## config.mk

```make
export PLATFORM = sky130hd
export DESIGN_NAME = life_grid_generation_engine_unit
export DESIGN_NICKNAME = d
export VERILOG_FILES = /design/src/rtl/lgge_pkg.sv /design/src/rtl/lgge_row_unit.sv /design/src/rtl/life_grid_generation_engine_unit.sv
export SDC_FILE = /design/constraint.sdc
export NUM_CORES = 1
export LEC_CHECK = 0
export ABC_AREA = 1
export BUFFER_PORTS_ARGS = -buffer_cell sky130_fd_sc_hd__buf_2
export CAP_MARGIN = 40
export CORE_ASPECT_RATIO = 0.7
export CORE_MARGIN = 2
export CORE_UTILIZATION = 61
export DETAILED_ROUTE_END_ITERATION = 16
export MAX_ROUTING_LAYER = met4
export PLACE_DENSITY_LB_ADDON = 0.08
export SYNTH_ARGS = -nofsm -noshare
export SYNTH_HDL_FRONTEND = slang
export SYNTH_SLANG_ARGS = --single-unit
export TNS_END_PERCENT = 20
```

## constraint.sdc

```tcl
create_clock -name i_clk -period 5.6 [get_ports i_clk]
set_clock_uncertainty 0.15 [all_clocks]
set_input_delay 0.28 -clock i_clk [delete_from_list [all_inputs] [get_ports i_clk]]
set_output_delay 0.28 -clock i_clk [all_outputs]
set_load 0.01 [all_outputs]
```

## src/rtl/lgge_pkg.sv

```systemverilog
`default_nettype none
package lgge_pkg;

    // grid size defaults
    localparam int GRID_ROWS_DEF = 32;
    localparam int GRID_COLS_DEF = 32;

    // request fields
    localparam int REQ_W  = 2;
    localparam int ADDR_W = 5;
    localparam int CNT_W  = 4;

    // request codes
    localparam logic [REQ_W-1:0] REQ_TOGGLE = 2'd0;
    localparam logic [REQ_W-1:0] REQ_STEP   = 2'd1;
    localparam logic [REQ_W-1:0] REQ_READ   = 2'd2;

    typedef logic [CNT_W-1:0] t_nbr_cnt;

    // b3/s23 rule: live cell survives on 2 or 3, dead cell born on 3
    function automatic logic f_next_cell(input logic alive, input t_nbr_cnt cnt);
        logic res;
        if (alive) begin
            res = (cnt == t_nbr_cnt'(2)) || (cnt == t_nbr_cnt'(3));
        end else begin
            res = (cnt == t_nbr_cnt'(3));
        end
        return res;
    endfunction

endpackage
`default_nettype wire

```

## src/rtl/lgge_row_unit.sv

```systemverilog
`default_nettype none
module lgge_row_unit
    import lgge_pkg::*;
#(
    parameter int GRID_COLS = GRID_COLS_DEF
) (
    input  wire logic [GRID_COLS-1:0] i_above,
    input  wire logic [GRID_COLS-1:0] i_self,
    input  wire logic [GRID_COLS-1:0] i_below,
    output logic      [GRID_COLS-1:0] o_next
);

    // rows padded with a dead cell at each edge, no wrap
    logic [GRID_COLS+1:0] w_a;
    logic [GRID_COLS+1:0] w_s;
    logic [GRID_COLS+1:0] w_b;

    assign w_a = {1'b0, i_above, 1'b0};
    assign w_s = {1'b0, i_self,  1'b0};
    assign w_b = {1'b0, i_below, 1'b0};

    // neighbour count and rule, one column each
    always_comb begin
        t_nbr_cnt cnt;
        for (int c = 0; c < GRID_COLS; c++) begin
            cnt = t_nbr_cnt'(w_a[c]) + t_nbr_cnt'(w_a[c+1]) + t_nbr_cnt'(w_a[c+2])
                + t_nbr_cnt'(w_s[c]) + t_nbr_cnt'(w_s[c+2])
                + t_nbr_cnt'(w_b[c]) + t_nbr_cnt'(w_b[c+1]) + t_nbr_cnt'(w_b[c+2]);
            o_next[c] = f_next_cell(i_self[c], cnt);
        end
    end

endmodule
`default_nettype wire

```

## src/rtl/life_grid_generation_engine_unit.sv

```systemverilog
`default_nettype none
// toggle and read requests: the request passes through the read, execute and done states,
// the result beat is registered on leaving done, and the next request is taken back in idle
// step request: one grid row per cycle through a single row evaluator, then the
// addressed cell is read back through the same states as a read request
// reset: synchronous active-low, clears all row valid bits so the grid reads dead
module life_grid_generation_engine_unit
    import lgge_pkg::*;
#(
    parameter int GRID_ROWS = GRID_ROWS_DEF,
    parameter int GRID_COLS = GRID_COLS_DEF
) (
    input  wire logic              i_clk,
    input  wire logic              i_rst_n,
    input  wire logic              i_req_valid,
    output logic                   o_req_stall,
    input  wire logic [REQ_W-1:0]  i_req_type,
    input  wire logic [ADDR_W-1:0] i_row,
    input  wire logic [ADDR_W-1:0] i_col,
    output logic                   o_rsp_valid,
    input  wire logic              i_rsp_stall,
    output logic                   o_cell_alive
);

    localparam int RW = $clog2(GRID_ROWS);
    localparam int CW = $clog2(GRID_COLS);
    localparam int AW = (ADDR_W > RW ? ADDR_W : RW) + 1;

    localparam logic [2:0] ST_IDLE   = 3'd0;
    localparam logic [2:0] ST_PRIME0 = 3'd1;
    localparam logic [2:0] ST_PRIME1 = 3'd2;
    localparam logic [2:0] ST_RUN    = 3'd3;
    localparam logic [2:0] ST_RD     = 3'd4;
    localparam logic [2:0] ST_EXEC   = 3'd5;
    localparam logic [2:0] ST_DONE   = 3'd6;

    logic [2:0]           r_state;
    logic [2:0]           n_state;
    logic [RW-1:0]        r_cnt;
    logic [RW-1:0]        n_cnt;
    logic [REQ_W-1:0]     r_type;
    logic [RW-1:0]        r_row_a;
    logic [CW-1:0]        r_col_a;
    logic                 r_inside;
    logic                 r_res;
    logic                 n_res;
    logic                 r_rsp_valid;
    logic                 r_cell_alive;

    logic [GRID_COLS-1:0] r_mem [GRID_ROWS];
    logic [GRID_ROWS-1:0] r_row_vld;
    logic [GRID_COLS-1:0] r_rd_data;
    logic                 r_rd_ok;
    logic [GRID_COLS-1:0] r_prev;
    logic [GRID_COLS-1:0] r_cur;

    logic                 w_req_acc;
    logic                 w_inside;
    logic                 w_mem_re;
    logic [RW-1:0]        w_rd_addr;
    logic                 w_mem_we;
    logic [RW-1:0]        w_wr_addr;
    logic [GRID_COLS-1:0] w_wr_data;
    logic [GRID_COLS-1:0] w_rd_row;
    logic [GRID_COLS-1:0] w_next_row;
    logic [RW:0]          w_ahead;
    logic                 w_last;
    logic                 w_out_free;

    assign w_req_acc  = i_req_valid && !o_req_stall;
    assign o_req_stall = (r_state != ST_IDLE);
    assign w_inside   = (AW'(i_row) < AW'(GRID_ROWS)) && (AW'(i_col) < AW'(GRID_COLS));
    assign w_rd_row   = r_rd_ok ? r_rd_data : '0;
    assign w_ahead    = (RW+1)'(r_cnt) + (RW+1)'(2);
    assign w_last     = (r_cnt == RW'(GRID_ROWS - 1));
    assign w_out_free = !r_rsp_valid || !i_rsp_stall;

    // shared row evaluator
    lgge_row_unit #(
        .GRID_COLS (GRID_COLS)
    ) u_row (
        .i_above (r_prev),
        .i_self  (r_cur),
        .i_below (w_rd_row),
        .o_next  (w_next_row)
    );

    // sequencer
    always_comb begin
        n_state   = r_state;
        n_cnt     = r_cnt;
        n_res     = r_res;
        w_mem_re  = 1'b0;
        w_rd_addr = '0;
        w_mem_we  = 1'b0;
        w_wr_addr = r_cnt;
        w_wr_data = w_next_row;
        unique case (r_state)
            ST_IDLE: begin
                if (w_req_acc) begin
                    n_state = (i_req_type == REQ_STEP) ? ST_PRIME0 : ST_RD;
                end
            end
            ST_PRIME0: begin
                w_mem_re  = 1'b1;
                w_rd_addr = '0;
                n_state   = ST_PRIME1;
            end
            ST_PRIME1: begin
                w_mem_re  = 1'b1;
                w_rd_addr = RW'(1);
                n_cnt     = '0;
                n_state   = ST_RUN;
            end
            ST_RUN: begin
                w_mem_we  = 1'b1;
                w_mem_re  = (w_ahead < (RW+1)'(GRID_ROWS));
                w_rd_addr = w_ahead[RW-1:0];
                if (w_last) begin
                    n_state = ST_RD;
                end else begin
                    n_cnt = r_cnt + RW'(1);
                end
            end
            ST_RD: begin
                w_mem_re  = r_inside;
                w_rd_addr = r_row_a;
                n_state   = ST_EXEC;
            end
            ST_EXEC: begin
                w_wr_addr = r_row_a;
                w_wr_data = w_rd_row ^ (GRID_COLS'(1) << r_col_a);
                w_mem_we  = r_inside && (r_type == REQ_TOGGLE);
                n_res     = r_inside && (w_rd_row[r_col_a] ^ (r_type == REQ_TOGGLE));
                n_state   = ST_DONE;
            end
            ST_DONE: begin
                if (w_out_free) begin
                    n_state = ST_IDLE;
                end
            end
            default: begin
                n_state = ST_IDLE;
            end
        endcase
    end

    // control registers
    always_ff @(posedge i_clk) begin
        if (!i_rst_n) begin
            r_state     <= ST_IDLE;
            r_cnt       <= '0;
            r_rsp_valid <= 1'b0;
            r_rd_ok     <= 1'b0;
            r_row_vld   <= '0;
        end else begin
            r_state <= n_state;
            r_cnt   <= n_cnt;
            r_rd_ok <= w_mem_re && r_row_vld[w_rd_addr];
            if (w_mem_we) begin
                r_row_vld[w_wr_addr] <= 1'b1;
            end
            if (r_state == ST_DONE && w_out_free) begin
                r_rsp_valid <= 1'b1;
            end else if (!i_rsp_stall) begin
                r_rsp_valid <= 1'b0;
            end
        end
    end

    // request capture, line buffer and result
    always_ff @(posedge i_clk) begin
        if (w_req_acc) begin
            r_type   <= i_req_type;
            r_row_a  <= RW'(i_row);
            r_col_a  <= CW'(i_col);
            r_inside <= w_inside;
        end
        if (r_state == ST_PRIME1) begin
            r_prev <= '0;
            r_cur  <= w_rd_row;
        end else if (r_state == ST_RUN) begin
            r_prev <= r_cur;
            r_cur  <= w_rd_row;
        end
        r_res <= n_res;
        if (r_state == ST_DONE && w_out_free) begin
            r_cell_alive <= r_res;
        end
    end

    // grid memory, one write and one registered read per cycle
    always_ff @(posedge i_clk) begin
        if (w_mem_we) begin
            r_mem[w_wr_addr] <= w_wr_data;
        end
        if (w_mem_re) begin
            r_rd_data <= r_mem[w_rd_addr];
        end
    end

    assign o_rsp_valid  = r_rsp_valid;
    assign o_cell_alive = r_cell_alive;

    // sweep never reads the row it writes
    a_no_rw_clash: assert property (@(posedge i_clk) disable iff (!i_rst_n)
        (r_state == ST_RUN && w_mem_re) |-> (w_rd_addr != w_wr_addr))
        else $error("sweep reads the row being written");

    // sweep counter stays inside the grid
    a_cnt_range: assert property (@(posedge i_clk) disable iff (!i_rst_n)
        (r_state == ST_RUN) |-> (r_cnt < RW'(GRID_ROWS - 1) || w_last))
        else $error("sweep row counter out of range");

    // a held result beat is not overwritten
    a_hold_done: assert property (@(posedge i_clk) disable iff (!i_rst_n)
        (r_state == ST_DONE && r_rsp_valid && i_rsp_stall) |=> (r_state == ST_DONE))
        else $error("result dropped while output stalled");

    // an accepted request blocks the next one
    a_busy_after_acc: assert property (@(posedge i_clk) disable iff (!i_rst_n)
        w_req_acc |=> o_req_stall)
        else $error("request taken while busy");

    // only toggles and the sweep write the grid
    a_write_src: assert property (@(posedge i_clk) disable iff (!i_rst_n)
        w_mem_we |-> (r_state == ST_RUN || (r_state == ST_EXEC && r_type == REQ_TOGGLE)))
        else $error("unexpected grid write");

endmodule
`default_nettype wire
```

=== After elaboration in Yosys (flattened, before gate mapping) ===
Memories as Yosys holds them, arrays and structs flattened. A register that Yosys moved wholly into a read port is not among the register bits.
Cells that the tools add are included.

* Output and inout bits: 3
* Flip-flop bits (word level): 120
* Memories: 1
* Bits in writable memories: 1,024
* Word-level logic and storage cells: 422
* Input bits: 16

{| class="wikitable"
|+ Memories
! memory !! depth !! width !! rd ports !! clocked after memory_dff !! write ports !! line !! text
|-
| r_mem || 32 || 32 || 1 || 1 || 1 || life_grid_generation_engine_unit.sv:50 || <nowiki>logic [GRID_COLS-1:0] r_mem [GRID_ROWS];</nowiki>
|}

* Bitwise logic cells: 3
* Mux-type cells: 57
* Order comparisons: 5
* Shift operators: 1
* Reductions and logical operators: 47
* Add/subtract/negate cells: 219
* Eq/ne operators: 77

{| class="wikitable"
|+ Operator list
! operator !! count
|-
| 4-bit by 1-bit adder with 4-bit output || 185
|-
| 4-bit by 2-bit == test with 1-bit output (second input constant) || 64
|-
| 32-bit 2-to-1 mux || 4
|-
| 1-bit by 1-bit adder with 2-bit output || 31
|-
| 1-bit 2-to-1 mux || 39
|-
| 1-bit logical OR || 33
|-
| 32-bit bitwise OR || 1
|-
| 1-bit by 5-bit left shift with 32-bit output (first input constant) || 1
|-
| 32-bit bitwise XOR || 1
|-
| 3-bit one-hot mux with 7 select lines || 1
|-
| 5-bit by 6-bit < comparator with 1-bit output (second input constant) || 3
|-
| 5-bit one-hot mux with 3 select lines || 1
|-
| 3-bit 2-to-1 mux || 4
|-
| 1-bit binary-select mux with 5-bit select || 2
|-
| 5-bit 2-to-1 mux || 2
|-
| 5-bit one-hot mux with 2 select lines || 1
|-
| 3-bit == test (second input constant) || 3
|-
| 2-bit != test (second input constant) || 4
|-
| 5-bit by 2-bit adder with 6-bit output (second input constant) || 1
|-
| 3-bit by 2-bit == test with 1-bit output (second input constant) || 2
|-
| 6-bit < comparator (second input constant) || 1
|-
| 5-bit by 1-bit adder with 5-bit output (second input constant) || 1
|-
| 1-bit demux with 5-bit select || 1
|-
| 5-bit == test (second input constant) || 1
|-
| 16 further kinds || 22
|}

=== Depth between registers and ports, before layout ===
* Depth in word-level cells: 11
* Gate-level depth with buffers: 15
* Gate-level depth less buffers: 14

=== Hierarchy ===
A second synthesis with hierarchy kept.

* Cells, all modules: 4,872
* Area total of the unflattened synthesis: 54,486.0 µm²

{| class="wikitable"
|+ Modules (own cells, without submodules)
! module !! instances !! cells an instance !! seq. area each (µm²) !! area an instance (µm²)
|-
| life_grid_generation_engine_unit || 1 || 4,170 || 34,573.2 || 48,908.2
|-
| lgge_row_unit || 1 || 702 || 0.0 || 5,577.8
|}

=== Worst setup path before layout ===
Ideal clock, no wire load.

* Path type: register -> register
* Start: reg r_prev[4]
* End: mem r_mem[0][5] in the netlist's numbering (data pin)
* Data required time: 4.887 ns
* Clock period less this slack: 5.150 ns
* Setup time: 0.563 ns
* Arrival time: 4.436 ns
* Stages on the path, launching flop included: 10
* Buffers on the path: 0
* Path slack: 0.450 ns
* Cell sequence: dfxtp_1 ha_1 inv_1 fa_1 fa_1 inv_1 fa_1 inv_1 fa_1 o41ai_1

* Word-level cells in the longest chain between the ends: 11
* Elaborated cells between the ends (all ways): 12
* Classes of those cells: add/sub (7); eq/ne (2); mux (2); reduce/logical (1)

{| class="wikitable"
|+ RTL lines
! what !! line !! text
|-
| start, declared || life_grid_generation_engine_unit.sv:54 || <nowiki>logic [GRID_COLS-1:0] r_prev;</nowiki>
|-
| start signal, assigned || life_grid_generation_engine_unit.sv:183 || <nowiki>r_prev <= r_cur;</nowiki>
|-
| 1-bit by 1-bit adder with 2-bit output * || lgge_row_unit.sv:26 || <nowiki>cnt = t_nbr_cnt'(w_a[c]) + t_nbr_cnt'(w_a[c+1]) + t_nbr_cnt'(w_a[c+2])</nowiki>
|-
| 4-bit by 1-bit adder with 4-bit output * || lgge_row_unit.sv:26 ||
|-
| 4-bit by 1-bit adder with 4-bit output * (2 in a row) || lgge_row_unit.sv:27 || <nowiki>+ t_nbr_cnt'(w_s[c]) + t_nbr_cnt'(w_s[c+2])</nowiki>
|-
| 4-bit by 1-bit adder with 4-bit output * (3 in a row) || lgge_row_unit.sv:28 || <nowiki>+ t_nbr_cnt'(w_b[c]) + t_nbr_cnt'(w_b[c+1]) + t_nbr_cnt'(w_b[c+2]);</nowiki>
|-
| 4-bit by 2-bit == test with 1-bit output, on equally long branches || lgge_pkg.sv:24, lgge_pkg.sv:26 ||
|-
| 1-bit logical OR || lgge_pkg.sv:24 || <nowiki>res = (cnt == t_nbr_cnt'(2)) || (cnt == t_nbr_cnt'(3));</nowiki>
|-
| 1-bit 2-to-1 mux * || lgge_pkg.sv:23 || <nowiki>if (alive) begin</nowiki>
|-
| 32-bit 2-to-1 mux * || life_grid_generation_engine_unit.sv:98 || <nowiki>unique case (r_state)</nowiki>
|-
| net w_wr_data[5] || life_grid_generation_engine_unit.sv:63 || <nowiki>logic [GRID_COLS-1:0] w_wr_data;</nowiki>
|-
| end, declared || life_grid_generation_engine_unit.sv:50 ||
|}

The timed path passes the listed nets; every way through them passes the cells marked *.

=== Worst setup path in the final report ===
* Start: reg r_prev[22]
* End: mem r_mem[26][23] in the netlist's numbering (data pin)

The elaborated chain is that of the path after synthesis.

==> impl_metrics.json <==
{
  "r2r-end": "r_mem[26][23]$_DFFE_PP_",
  "fill_cells": 6421,
  "worst_slew_margin_rel_pct": 37.1,
  "cp_max_fo": 24,
  "drtAntennaViolNets": 0,
  "p_switching_mw": 13.7,
  "syn_nets": 5021,
  "via_count": 35600,
  "wl_per_cell_um": 23.0,
  "clkLatencyLatePin_ps": 730,
  "synth-async-reset-ratio_pct": 0,
  "met3_length_um": 12600,
  "syn_area_sq_um": 54000,
  "path_clk_slew_ps": 60,
  "reg2reg_slack_ps": 1510,
  "maxUsedRoutingLayer": "met4",
  "antenna_found_initial": 2,
  "status": "completed",
  "drt-initial-drc-count": 4545,
  "drc": 0,
  "die_w_um": 359,
  "clock_sinks": 1176,
  "diodes": 0,
  "synth-main-ff-cell": "edfxtp_1",
  "cts_root_buffer": "clkbuf_16",
  "regArea_sq_um": 34600,
  "ir_drop_mv": 0.480,
  "yosysTopAreaCell": "edfxtp_1",
  "drt-total-wl_um": 139000,
  "crit_path_end": "r_mem[26][23]$_DFFE_PP_",
  "overflow": 0,
  "cap_violations": 0,
  "port_buffers": 18,
  "ys_ff_latch": 1176,
  "numCtsBuffers": 110,
  "nNetsFinal": 5032,
  "crit_arrival_ps": 4450,
  "die-area_sq_um": 90900,
  "drive_gt1_share_pct": 7.88,
  "period_share_pct": 73.0,
  "start_util_pct": 61.4,
  "total_power_mw": 36.3,
  "tightest_slew_ps": 941,
  "routed_via_density": 5.89,
  "grt.total_usage_pct": 31.6,
  "ys_warn_count": 0,
  "period_minus_slack_ps": 4090,
  "power.internal_mw": 22.5,
  "htree_levels": 3,
  "syn_avg_cell_area_sq_um": 11.3,
  "row_count": 91,
  "wl_met1_um": 60200,
  "final_common_cell": "edfxtp_1",
  "max_freq_ghz": 0.245,
  "met2_length_um": 61700,
  "layout_common_cells": "edfxtp_1 (1,102), inv_1 (832), nand2_1 (675)",
  "synth_cells": 4784,
  "cellPowerDensity_nw_per_um2": 605,
  "hold_viol": 0,
  "synth_edf_count": 1102,
  "required_ps": 5960,
  "grt_max_degree": 110,
  "setup_tns_ps": 0,
  "start_kind": "flip-flop",
  "cts_tree": "built",
  "reg2regPathDepth": 10,
  "coreArea_sq_um": 87900,
  "r2r-start": "r_prev[22]$_SDFFE_PP0P_",
  "drtPass1Iterations": 8,
  "switching_share_pct": 37.8,
  "multiInputGateArea_sq_um": 15500,
  "layout-area-overhead-vs-synth_pct": 11.1,
  "synth_cell_types": 45,
  "finalSetupViolations": 0,
  "p_seq_share_pct": 40.3,
  "synth_top_cells_by_area": "edfxtp_1 (61%), inv_1 (5.9%), nand2_1 (4.7%)",
  "grt_pass1_wl_um": 207000,
  "p_clk_share_pct": 20.5,
  "io_pins": 19,
  "place.gp.congestion": 0.922,
  "dp_hpwl_um": 80600,
  "endpoint_kind": "flip-flop",
  "hold_class": "in -> reg",
  "yosysTopAreaCellShare_pct": 61.3,
  "pwr-share-comb_pct": 39.2,
  "grt_pass1_vias": 33100,
  "crit_type": "reg -> reg",
  "yosysSeqAreaShare_pct": 64.1,
  "clockBufferDepth": 3,
  "crit_start": "r_prev[22]$_SDFFE_PP0P_",
  "slew_violations": 0,
  "leakage_nw": 23.4,
  "rsz0062_at_grt": "false",
  "die_h_um": 253
}
[through the flow]
stage                     area (sq um)  std cells  hold slack (ps)  utilization, %  setup WS [ps]
after floorplan                  54000       4784              229               -            450
after CTS                        60000       6049             68.1            68.2           1530
after detailed placement         56300       5829              293            64.0           1550
after global placement           55900       5810              254            63.6           1370
after global routing             60000       6049             96.1            68.2           1370
final                            60000       6049              116            68.2           1510
[sequential cells by signal (all words and copies together), names as in the netlist, 2 cells and up]
name / count
r_mem: 1024
r_cur: 32
r_prev: 32
r_rd_data: 32
r_row_vld: 32
r_cnt: 5
r_col_a: 5
r_row_a: 5
r_state: 3
r_type: 2
[critical path, cell delays in order (launching register included)]
cell     delay [ps]
dfxtp_1         330
ha_1            290
inv_1            70
fa_1            420
fa_1            500
inv_1            50
fa_1            370
inv_1            80
fa_1            420
o41ai_2         770
buf_4           420
[cells by family after synthesis]
logic type / count (synthesis) / synth area share [%]
compound gates: 921 / 10.2
xor+xnor: 2 / 0.0325
fa+ha+maj: 221 / 6.86
buf+inv: 1119 / 8.08
flops: 1176 / 64.1
simple gates: 1345 / 10.7
[layer usage]
layer,vias up,track usage (%)
li1,16500,-
met4,0,9.77
met1,17300,45.6
met3,296,5.92
met5,-,-
met2,1523,46.3
[layout make-up]
| cell class | instances | share of cell area (%) |
|---|---|---|
| Clock buffer | 139 | 4.84 |
| Clock inverter | 65 | 1.06 |
| Inverter | 863 | 5.43 |
| Multi-Input combinational cell | 2489 | 25.9 |
| Sequential cell | 1176 | 57.7 |
| Tap cell | 1162 | 2.42 |
| Timing Repair Buffer | 155 | 2.72 |
[worst min path at each step]
stage	startpoint	end	slack, ps	cells past startpoint
after floorplan	i_col[0]	r_col_a[0]$_DFFE_PP_	230	0
after global placement	r_res$_DFFE_PP_	o_cell_alive$_DFFE_PP_	250	0
after detailed placement	r_res$_DFFE_PP_	o_cell_alive$_DFFE_PP_	290	0
after CTS	i_row[0]	r_row_a[0]$_DFFE_PP_	70	2
after global routing	i_col[0]	r_col_a[0]$_DFFE_PP_	100	2
final	i_row[3]	r_row_a[3]$_DFFE_PP_	120	2
[cells in the mapped netlist, types with 32 or more instances]
master	number
a21oi_1	277
buf_2	109
clkbuf_1	115
dfxtp_1	74
edfxtp_1	1102
fa_1	125
ha_1	96
inv_1	849
nand2_1	675
nand3_1	482
nor2_1	137
o211ai_1	260
o21ai_0	216
o21ai_1	60
o22ai_1	32
[repair_timing]
item / in CTS / in global routing
hold buffers: 16 / 0
resized for setup: 0 / 0
setup buffers: 0 / 0
endpoints found under the hold margin: 58 / 0
[power by group through the flow]
stage | Sequential, mW | Clock [mW] | Combinational, mW
floorplan | 14.9 | 0 | 8.62
global placement | 14.8 | 0 | 13.5
detailed placement | 14.8 | 0 | 14.0
CTS | 14.6 | 7.49 | 14.1
global route | 14.6 | 7.82 | 15.8
finish | 14.6 | 7.42 | 14.2
No activity file was read; power rests on OpenSTA's default activity.
